<file path="src/spq_pkg.sv">
// Shared types and constants for the sorted priority queue.
`timescale 1ns / 1ps

package spq_pkg;

    localparam int SPQ_DEPTH_DEF = 8;
    localparam int SPQ_DATA_W    = 32;
    localparam int SPQ_PRIO_W    = 16;
    localparam int SPQ_OCC_W     = 4;

    localparam logic SPQ_OP_INSERT = 1'b0;
    localparam logic SPQ_OP_REMOVE = 1'b1;

    typedef struct packed {
        logic                         operation;
        logic [SPQ_DATA_W-1:0]        entry_data;
        logic signed [SPQ_PRIO_W-1:0] entry_priority;
    } t_in_req;

    typedef struct packed {
        logic                         success;
        logic [SPQ_DATA_W-1:0]        head_data;
        logic signed [SPQ_PRIO_W-1:0] head_priority;
        logic [SPQ_OCC_W-1:0]         occupancy;
    } t_out_rsp;

    typedef struct packed {
        logic [SPQ_DATA_W-1:0]        data;
        logic signed [SPQ_PRIO_W-1:0] prio;
    } t_slot;

endpackage

</file>
<file path="src/spq_store.sv">
// Slot memory: one write port, one read port with registered read data.
`timescale 1ns / 1ps

module spq_store
    import spq_pkg::*;
#(
    parameter int DEPTH = SPQ_DEPTH_DEF,
    localparam int IDXW = $clog2(DEPTH)
) (
    input  logic            i_clk,
    input  logic            i_wr_en,
    input  logic [IDXW-1:0] i_wr_addr,
    input  t_slot           i_wr_slot,
    input  logic [IDXW-1:0] i_rd_addr,
    output t_slot           o_rd_slot
);

    t_slot r_mem [DEPTH];
    t_slot r_rd_slot;

    always_ff @(posedge i_clk) begin
        if (i_wr_en) begin
            r_mem[i_wr_addr] <= i_wr_slot;
        end
    end

    always_ff @(posedge i_clk) begin
        r_rd_slot <= r_mem[i_rd_addr];
    end

    assign o_rd_slot = r_rd_slot;

endmodule

</file>
<file path="src/sorted_priority_queue.sv">
// Top level: sorted priority queue, sequencer walking a single slot memory.
// Sequence: an insert into a non-empty queue walks from the tail toward the head,
//   shifting entries back; a remove walks from the head over every entry; a full or
//   empty reject goes straight to the finish state, which loads the result register.
// Throughput: one request at a time; one slot read and at most one slot write a cycle.
// Reset: synchronous active-low; clears the count, sequencer and result valid.
`timescale 1ns / 1ps

module sorted_priority_queue
    import spq_pkg::*;
#(
    parameter int QUEUE_DEPTH = SPQ_DEPTH_DEF
) (
    input  logic     i_clk,
    input  logic     i_rst_n,
    input  logic     i_in_valid,
    output logic     o_in_stall,
    input  t_in_req  i_in_req,
    output logic     o_out_valid,
    input  logic     i_out_stall,
    output t_out_rsp o_out_rsp
);

    localparam int IDXW = $clog2(QUEUE_DEPTH);
    localparam int CW   = $clog2(QUEUE_DEPTH + 1);
    localparam logic [CW-1:0] DEPTH_C = CW'(QUEUE_DEPTH);

    // Sequencer states
    typedef enum logic [4:0] {
        S_IDLE = 5'b00001,   // waiting for a request
        S_INS  = 5'b00010,   // walk from tail toward head, shifting lower entries back
        S_PUT  = 5'b00100,   // drop the new entry into slot 0
        S_REM  = 5'b01000,   // walk from head, moving entries up
        S_FIN  = 5'b10000    // hand result to the output register
    } t_state;

    t_state          r_state, n_state;
    logic [IDXW-1:0] r_idx, n_idx;     // slot whose read data arrives this cycle
    logic [CW-1:0]   r_count, n_count;
    logic            r_ok, n_ok;
    t_slot           r_head, n_head;
    t_in_req         r_req;

    logic            r_out_valid;
    t_out_rsp        r_out;

    logic            in_accept;
    logic            out_load;
    logic            higher;           // compare: new entry beats the slot read

    logic            wr_en;
    logic [IDXW-1:0] wr_addr;
    t_slot           wr_slot;
    logic [IDXW-1:0] rd_addr;
    t_slot           rd_slot;
    t_slot           new_slot;

    spq_store #(
        .DEPTH(QUEUE_DEPTH)
    ) u_store (
        .i_clk     (i_clk),
        .i_wr_en   (wr_en),
        .i_wr_addr (wr_addr),
        .i_wr_slot (wr_slot),
        .i_rd_addr (rd_addr),
        .o_rd_slot (rd_slot)
    );

    assign o_in_stall = (r_state != S_IDLE);
    assign in_accept  = i_in_valid && !o_in_stall;
    assign out_load   = (r_state == S_FIN) && (!r_out_valid || !i_out_stall);

    assign new_slot.data = r_req.entry_data;
    assign new_slot.prio = r_req.entry_priority;

    // Strictly greater: equal priorities keep arrival order
    assign higher = $signed(r_req.entry_priority) > $signed(rd_slot.prio);

    always_comb begin
        n_state = r_state;
        n_idx   = r_idx;
        n_count = r_count;
        n_ok    = r_ok;
        n_head  = r_head;
        wr_en   = 1'b0;
        wr_addr = r_idx + IDXW'(1);
        wr_slot = rd_slot;
        rd_addr = r_idx;

        unique case (r_state)
            S_IDLE: begin
                if (in_accept) begin
                    n_ok   = 1'b0;
                    n_head = '0;
                    n_idx  = '0;
                    rd_addr = '0;
                    if (i_in_req.operation == SPQ_OP_INSERT) begin
                        if (r_count == DEPTH_C) begin
                            n_state = S_FIN;           // full: fail
                        end else if (r_count == '0) begin
                            n_state = S_PUT;
                        end else begin
                            // start at the tail
                            n_idx   = IDXW'(r_count - CW'(1));
                            rd_addr = IDXW'(r_count - CW'(1));
                            n_state = S_INS;
                        end
                    end else begin
                        if (r_count == '0) begin
                            n_state = S_FIN;           // empty: fail
                        end else begin
                            n_state = S_REM;
                        end
                    end
                end
            end

            S_INS: begin
                wr_en   = 1'b1;
                wr_addr = r_idx + IDXW'(1);
                if (higher) begin
                    wr_slot = rd_slot;                 // shift back one slot
                    if (r_idx == '0) begin
                        n_state = S_PUT;
                    end else begin
                        n_idx   = r_idx - IDXW'(1);
                        rd_addr = r_idx - IDXW'(1);
                    end
                end else begin
                    wr_slot = new_slot;                // lands behind this slot
                    n_count = r_count + CW'(1);
                    n_ok    = 1'b1;
                    n_state = S_FIN;
                end
            end

            S_PUT: begin
                wr_en   = 1'b1;
                wr_addr = '0;
                wr_slot = new_slot;
                n_count = r_count + CW'(1);
                n_ok    = 1'b1;
                n_state = S_FIN;
            end

            S_REM: begin
                if (r_idx == '0) begin
                    n_head = rd_slot;                  // head leaves
                end else begin
                    wr_en   = 1'b1;
                    wr_addr = r_idx - IDXW'(1);
                    wr_slot = rd_slot;
                end
                if ((CW'(r_idx) + CW'(1)) == r_count) begin
                    n_count = r_count - CW'(1);
                    n_ok    = 1'b1;
                    n_state = S_FIN;
                end else begin
                    n_idx   = r_idx + IDXW'(1);
                    rd_addr = r_idx + IDXW'(1);
                end
            end

            S_FIN: begin
                if (out_load) begin
                    n_state = S_IDLE;
                end
            end

            default: begin
                n_state = S_IDLE;
            end
        endcase
    end

    // Control state
    always_ff @(posedge i_clk) begin
        if (!i_rst_n) begin
            r_state     <= S_IDLE;
            r_count     <= '0;
            r_out_valid <= 1'b0;
        end else begin
            r_state <= n_state;
            r_count <= n_count;
            if (out_load) begin
                r_out_valid <= 1'b1;
            end else if (!i_out_stall) begin
                r_out_valid <= 1'b0;
            end
        end
    end

    // Payload
    always_ff @(posedge i_clk) begin
        r_idx  <= n_idx;
        r_ok   <= n_ok;
        r_head <= n_head;
        if (in_accept) begin
            r_req <= i_in_req;
        end
        if (out_load) begin
            r_out.success       <= r_ok;
            r_out.head_data     <= r_head.data;
            r_out.head_priority <= r_head.prio;
            r_out.occupancy     <= SPQ_OCC_W'(r_count);
        end
    end

    assign o_out_valid = r_out_valid;
    assign o_out_rsp   = r_out;

    // Checks
    a_count_bound: assert property (@(posedge i_clk) disable iff (!i_rst_n)
        r_count <= DEPTH_C)
        else $error("entry count beyond queue depth");

    a_ins_not_full: assert property (@(posedge i_clk) disable iff (!i_rst_n)
        (r_state == S_INS || r_state == S_PUT) |-> (r_count < DEPTH_C))
        else $error("insert walk on a full queue");

    a_rsp_from_fin: assert property (@(posedge i_clk) disable iff (!i_rst_n)
        $rose(o_out_valid) |-> $past(r_state == S_FIN))
        else $error("result raised outside finish state");

    a_rem_nonempty: assert property (@(posedge i_clk) disable iff (!i_rst_n)
        (r_state == S_REM) |-> (r_count != '0))
        else $error("remove walk on an empty queue");

endmodule
</file>
<file path="config.mk">
export PLATFORM = sky130hd
export DESIGN_NAME = sorted_priority_queue
export DESIGN_NICKNAME = d
export VERILOG_FILES = /design/src/spq_pkg.sv /design/src/spq_store.sv /design/src/sorted_priority_queue.sv
export SDC_FILE = /design/constraint.sdc
export NUM_CORES = 1
export LEC_CHECK = 0
export ABC_AREA = 1
export ABC_CLOCK_PERIOD_IN_PS = 4300
export BUFFER_PORTS_ARGS = -buffer_cell sky130_fd_sc_hd__buf_4
export CAP_MARGIN = 20
export CELL_PAD_IN_SITES_DETAIL_PLACEMENT = 2
export CELL_PAD_IN_SITES_GLOBAL_PLACEMENT = 2
export CORE_MARGIN = 5
export CORE_UTILIZATION = 40
export CTS_BUF_LIST = sky130_fd_sc_hd__clkbuf_4 sky130_fd_sc_hd__clkbuf_8
export CTS_CLUSTER_SIZE = 30
export DETAILED_ROUTE_END_ITERATION = 12
export PLACE_DENSITY = 0.89
export SKIP_CTS_REPAIR_TIMING = 1
export SLEW_MARGIN = 30
export SYNTH_ARGS = -nofsm -noshare
export SYNTH_HDL_FRONTEND = slang
export SYNTH_SLANG_ARGS = --single-unit
</file>
<file path="constraint.sdc">
create_clock -name i_clk -period 4.3 [get_ports i_clk]
set_input_delay 0.215 -clock i_clk [delete_from_list [all_inputs] [get_ports i_clk]]
set_output_delay 0.215 -clock i_clk [all_outputs]
set_load 0.005 [all_outputs]
</file>
### Word-level counts from Yosys, hierarchy flattened

Memory sizes are Yosys's and may differ from the RTL's. A register that Yosys moved wholly into a read port is not among the register bits.
Index checks and enable logic that the tools add are counted.

* register bits: 163
* RAM bits: 384
* output and inout bits: 55
* memories kept: 1

* $add $sub $neg: 5
* order comparisons: 1
* equal/unequal tests: 15
* mux-type cells: 38
* reductions and logical operators: 16

Memories
* u_store.r_mem: depth 8, width 48, read ports 1, clocked after memory_dff 1, write ports 1, RTL line spq_store.sv:18 `t_slot r_mem [DEPTH];`

Operator list (count)
* 48-bit case mux with 2 select lines: 2
* 48-bit two-way mux: 3
* 5-bit two-way mux: 8
* 3-bit two-way mux: 9
* 5-bit case mux with 5 select lines: 1
* 16-bit greater-than comparator: 1
* 4-bit case mux with 3 select lines: 1
* 2-bit != test, second input constant: 5
* 3-bit case mux with 3 select lines: 1
* 1-bit two-way mux: 8
* 4-bit two-way mux: 2
* 4-bit AND reduction: 2
* 3-bit case mux with 2 select lines: 1
* 3-bit AND reduction: 2
* 5-bit by 1-bit == test with 1-bit output, second input constant: 1
* 5-bit by 2-bit == test with 1-bit output, second input constant: 1
* 5-bit by 3-bit == test with 1-bit output, second input constant: 1
* 5-bit by 4-bit == test with 1-bit output, second input constant: 1
* 5-bit == test, second input constant: 1
* 5-bit by 1-bit != test with 1-bit output, second input constant: 1
* 3-bit by 1-bit adder with 4-bit output, second input constant: 1
* 4-bit by 1-bit adder with 4-bit output, second input constant: 1
* 4-bit == test: 1
* 4-bit == test, second input constant: 1
* other kinds (16): 19

### Depth between registers and ports, before layout

* depth in word-level cells: 6
* gate-level depth with buffers: 22

### Modules after synthesis

Synthesis repeated with hierarchy kept, for this count alone.

* cells, all modules: 2315
* area, all modules: 24567.3 sq um

Modules (own cells, without submodules)
* spq_store: times used 1, cells each 1725, area an instance 17670.7 sq um, sequential area each 12492.0 sq um
* sorted_priority_queue: times used 1, cells each 590, area an instance 6896.6 sq um, sequential area each 4764.6 sq um

### Worst setup path before layout

OpenSTA, ideal clock, no wires.

* kind: reg-to-reg
* start point: register r_state[2]
* end point: register r_head[0] (netlist name), enable pin
* arrival: 4160 ps
* slack: -373 ps
* cell stages (with the launch flop): 6
* buffers on the path: 0
* path through: dfxtp_1 > inv_1 > nand2_1 > nor3_4 > nor2_1 > nor3_1

* cells in the longest elaborated chain, start to end: 5
* elaborated cells between the ends (all ways): 9
* those cells by class: 5 x eq/ne; 4 x reduce/logical

Ends and longest elaborated chain
* from (decl): RTL line sorted_priority_queue.sv:37 `t_state r_state, n_state;`
* from (signal assigned): RTL line sorted_priority_queue.sv:183 `r_state <= n_state;`
* 5-bit by 1-bit != test with 1-bit output: RTL line sorted_priority_queue.sv:69 `assign o_in_stall = (r_state != S_IDLE);`
* 1-bit zero test: RTL line sorted_priority_queue.sv:70 `assign in_accept = i_in_valid && !o_in_stall;`
* 1-bit logical AND: RTL line sorted_priority_queue.sv:70
* 2-bit != test (no source line)
* 3-bit AND reduction (no source line) *
* to (signal assigned): RTL line sorted_priority_queue.sv:197 `r_head <= n_head;`
* to (decl): RTL line sorted_priority_queue.sv:41 `t_slot r_head, n_head;`

Mark *: on every way between the ends. The rest lies on a longest branch, timed or not.
A chain may end at the register's enable or synchronous reset.

==> summary.md <==
| Metric | Value |
|---|---|
| Flop2flop setup slack | `0.17 ns` |
| Vias per inst | `5.83` |
| CTS Buffer Depth | `3` |
| I/O Pins | `108` |
| Hpwl dp | `44500 um` |
| CP top delay family | `simple AND/OR/NAND/NOR gates` |
| Post-synthesis cell type count | `39` |
| Pin count of the biggest net entering global routing | `193` |
| WP data arrival | `4.47 ns` |
| CTS clk-pin slew, worst paths | `0.06 ns` |
| Fill count | `5551` |
| Comb pwr share | `0.176` |
| Leading cell type in the layout, fill and taps excluded | `edfxtp_1` |
| Post-synthesis cell area | `23200 um2` |
| VDD IR max | `281 uV` |
| GRT overflow | `0` |
| Worst Setup Start Kind | `flop` |
| Critical path cell sequence | `ha_1 > nand2_1 > nor2_1 > nand2_1 > nand2_1 > nand2_1 > nand3_1 > nand3_1 > nand2_1 > nand2_4 > buf_4 > o21ai_0` |
| Top FF cell, synth | `edfxtp_1` |
| Number of buffers created by CTS | `98` |
| Setup_tns | `0 ns` |
| Tightest Hold Check Type | `input pin to flop` |
| DRC marker count from the first detailed-route iteration | `1804` |
| Pint | `11.0 mW` |
| Crit-path max FO | `26` |
| Post-synthesis async set-or-reset flop share | `0` |
| Final number of hold-violating endpoints | `0` |
| Pwr Total | `16.1 mW` |
| CP Class | `flop to flop` |
| Final min period | `4.13 ns` |
| Synthesized flop and latch total | `595` |
| Die Ht | `251 um` |
| Sequential area share after synthesis | `0.745` |
| Share of layout cells above drive strength 1 | `0.161` |
| Post-Syn Instances | `1840` |
| Clock power frac | `0.346` |
| Final setup vio count | `0` |
| Clock Tree Root | `clkbuf_8` |
| Die width | `251 um` |
| Crit path max-delay cell type | `o21ai_0` |
| Final slew viol count | `0` |
| CTS tree | `yes` |
| Place WS | `0.344 ns` |
| Hold Path Origin | `i_in_valid` |
| Most frequent cells in the layout | `edfxtp_1 (534), nand3_1 (513), nand2_1 (315), buf_4 (129), clkbuf_8 (103)` |
| WP data required | `4.63 ns` |
| Port-buffer cells | `107` |
| Initial Util | `0.403` |
| Global-route wire length before repair | `127000 um` |
| WHS Path Cells | `4` |
| RSZ-0062 raised after global routing | `no` |
| Worst r2r path cells | `12` |
| Layout area overhead | `18.9%` |
| Placeable Area | `57500 um2` |
| Post-detailed-routing wire length | `86700 um` |
| Max_cap viols | `0` |
| Sink Count | `595` |
| Worst R2R End | `u_store.r_mem[4][34]$_DFFE_PP_` |
| Worst path bufs/invs | `1` |
| Initial antenna violation count | `1` |
| Final ANT Viol Nets | `0` |
| Die area | `62800 um2` |
| Syn Nets | `1914` |
| Hold endpoint | `r_state[0]$_SDFFE_PN1P_` |
| 1st-pass router iterations | `5` |
| Vias in the first global route | `18500` |
| Flop pwr share | `0.478` |
| Hold_ws | `0.0570 ns` |
| Max frequency | `242 MHz` |
| Multi-input logic area | `5160 um2` |
| Psw | `5.08 mW` |
| Largest stage delay, worst path | `0.83 ns` |
| Routed len/inst | `30.1 um` |
| Final period util | `0.961` |
| Routed vias | `16800` |
| R2r startpoint | `new_slot[4]$_DFFE_PP_` |
| CP Capture Type | `flop` |
| Dominant cell type by count on the critical path | `nand2_1` |
| Slew @ Worst Pin | `1.22 ns` |
| Drt drc | `0` |
| Warnings, synthesis | `0` |
| Max-slew headroom | `0.185` |
| Leakage | `10.1 nW` |
| Gpl congestion | `0.798` |
| Sequential Area | `17300 um2` |
| Post-Route Skew | `0.0627 ns` |
| Status | `finished, final reports clean` |
| Row Count | `88` |
| Post-synth EDFFs | `534` |
| Mean area per synthesized cell | `12.6 um2` |
| Clock Latency Late Sink | `0.74 ns` |
| CTS H-Tree Depth | `3` |
| Pwr/cell area | `583 nW/um2` |
| Total track usage | `0.270` |
| Final Worst Setup Slack | `0.168 ns` |
| Nets | `2098` |
| Sw Ratio | `0.317` |
power by group through the flow:
stage	registers [mW]	clock network [mW]	logic, mW
after floorplan	7.63	0	1.44
after global placement	7.70	0	2.21
after detailed placement	7.76	0	2.54
after CTS	7.68	5.63	2.70
after global routing	7.70	5.90	2.97
final	7.68	5.55	2.83
final cells by class:
| class | count | share of cell area |
|---|---|---|
| sequential | 595 | 0.626 |
| clock buffer | 127 | 0.0580 |
| antenna | 1 | 0.0000908 |
| timing repair buffer | 194 | 0.0639 |
| multi-input combinational | 1047 | 0.187 |
| inverter | 88 | 0.0121 |
| clock inverter | 58 | 0.0176 |
| tap | 765 | 0.0347 |
worst register-to-register path: stages, from the launching register on:
cell and delay [ns]:
edfxtp_1 0.49, ha_1 0.33, nand2_1 0.09, nor2_1 0.29, nand2_1 0.16, nand2_1 0.09
nand2_1 0.07, nand3_1 0.24, nand3_1 0.28, nand2_1 0.24, nand2_4 0.29, buf_4 0.35
o21ai_0 0.83
worst max path at each step:
stage	to	slack, ns	from	depth (start not counted)
3_5_place_dp	u_store.r_mem[6][37]$_DFFE_PP_	0.34	new_slot[4]$_DFFE_PP_	12
4_1_cts	u_store.r_mem[0][37]$_DFFE_PP_	0.18	new_slot[4]$_DFFE_PP_	12
5_1_grt	u_store.r_mem[0][36]$_DFFE_PP_	0.13	u_store.o_rd_slot[11]$_DFF_P_	12
3_3_place_gp	u_store.r_mem[6][34]$_DFFE_PP_	0.83	new_slot[15]$_DFFE_PP_	11
6_report	u_store.r_mem[4][34]$_DFFE_PP_	0.17	new_slot[4]$_DFFE_PP_	12
2_1_floorplan	u_store.o_rd_slot[41]$_DFF_P_	0.05	r_state[2]$_SDFFE_PN0P_	12
state kept, by name, summed over array words and instances (netlist names):
register	count
r_head	48
r_idx	3
u_store.o_rd_slot	48
o_out_rsp	53
r_count	4
u_store.r_mem	384
r_state	5
o_out_valid	1
r_ok	1
new_slot	48
synthesized netlist by cell type, drive strengths merged, types with 2 or more instances:
master / count / area share
edfxtp: 534 / 0.69
nand3: 514 / 0.11
nand2: 320 / 0.052
buf: 87 / 0.020
inv: 87 / 0.014
nor2: 81 / 0.014
dfxtp: 61 / 0.053
o21ai: 56 / 0.012
clkbuf: 23 / 0.0037
ha: 21 / 0.011
a21oi: 18 / 0.0039
nand4: 11 / 0.0032
nor3: 3 / 0.0011
xnor2: 3 / 0.0015
xor2: 3 / 0.0011
nand3b: 2 / 0.00065
o211ai: 2 / 0.00065
o22ai: 2 / 0.00054
o31ai: 2 / 0.00065
layer usage:
metal | track usage | vias to the layer above | wire (um)
met5 | 0 | - | 0
met4 | 0.118 | 0 | 3470
met3 | 0.0519 | 222 | 5810
met2 | 0.452 | 838 | 43500
met1 | 0.343 | 8714 | 33900
li1 | - | 6989 | -
per-stage QoR:
stage	instance area (um2)	std cells	util
after detailed placement	24900	2638	0.434
final	27500	2875	0.479
after global placement	24900	2638	0.434
after global routing	27500	2875	0.479
after CTS	27000	2823	0.470
after floorplan	23200	1840	-
cell families after synthesis:
| group | Yosys count | share of synthesized area |
|---|---|---|
| AO/OA/AOI/OAI | 86 | 0.0198 |
| AND/OR/NAND/NOR | 934 | 0.183 |
| XOR/XNOR | 6 | 0.00259 |
| flip-flops | 595 | 0.745 |
| buffers and inverters | 198 | 0.0379 |
| adder cells (fa/ha/maj) | 21 | 0.0113 |
Note: power is estimated with default switching activity, not from simulation.
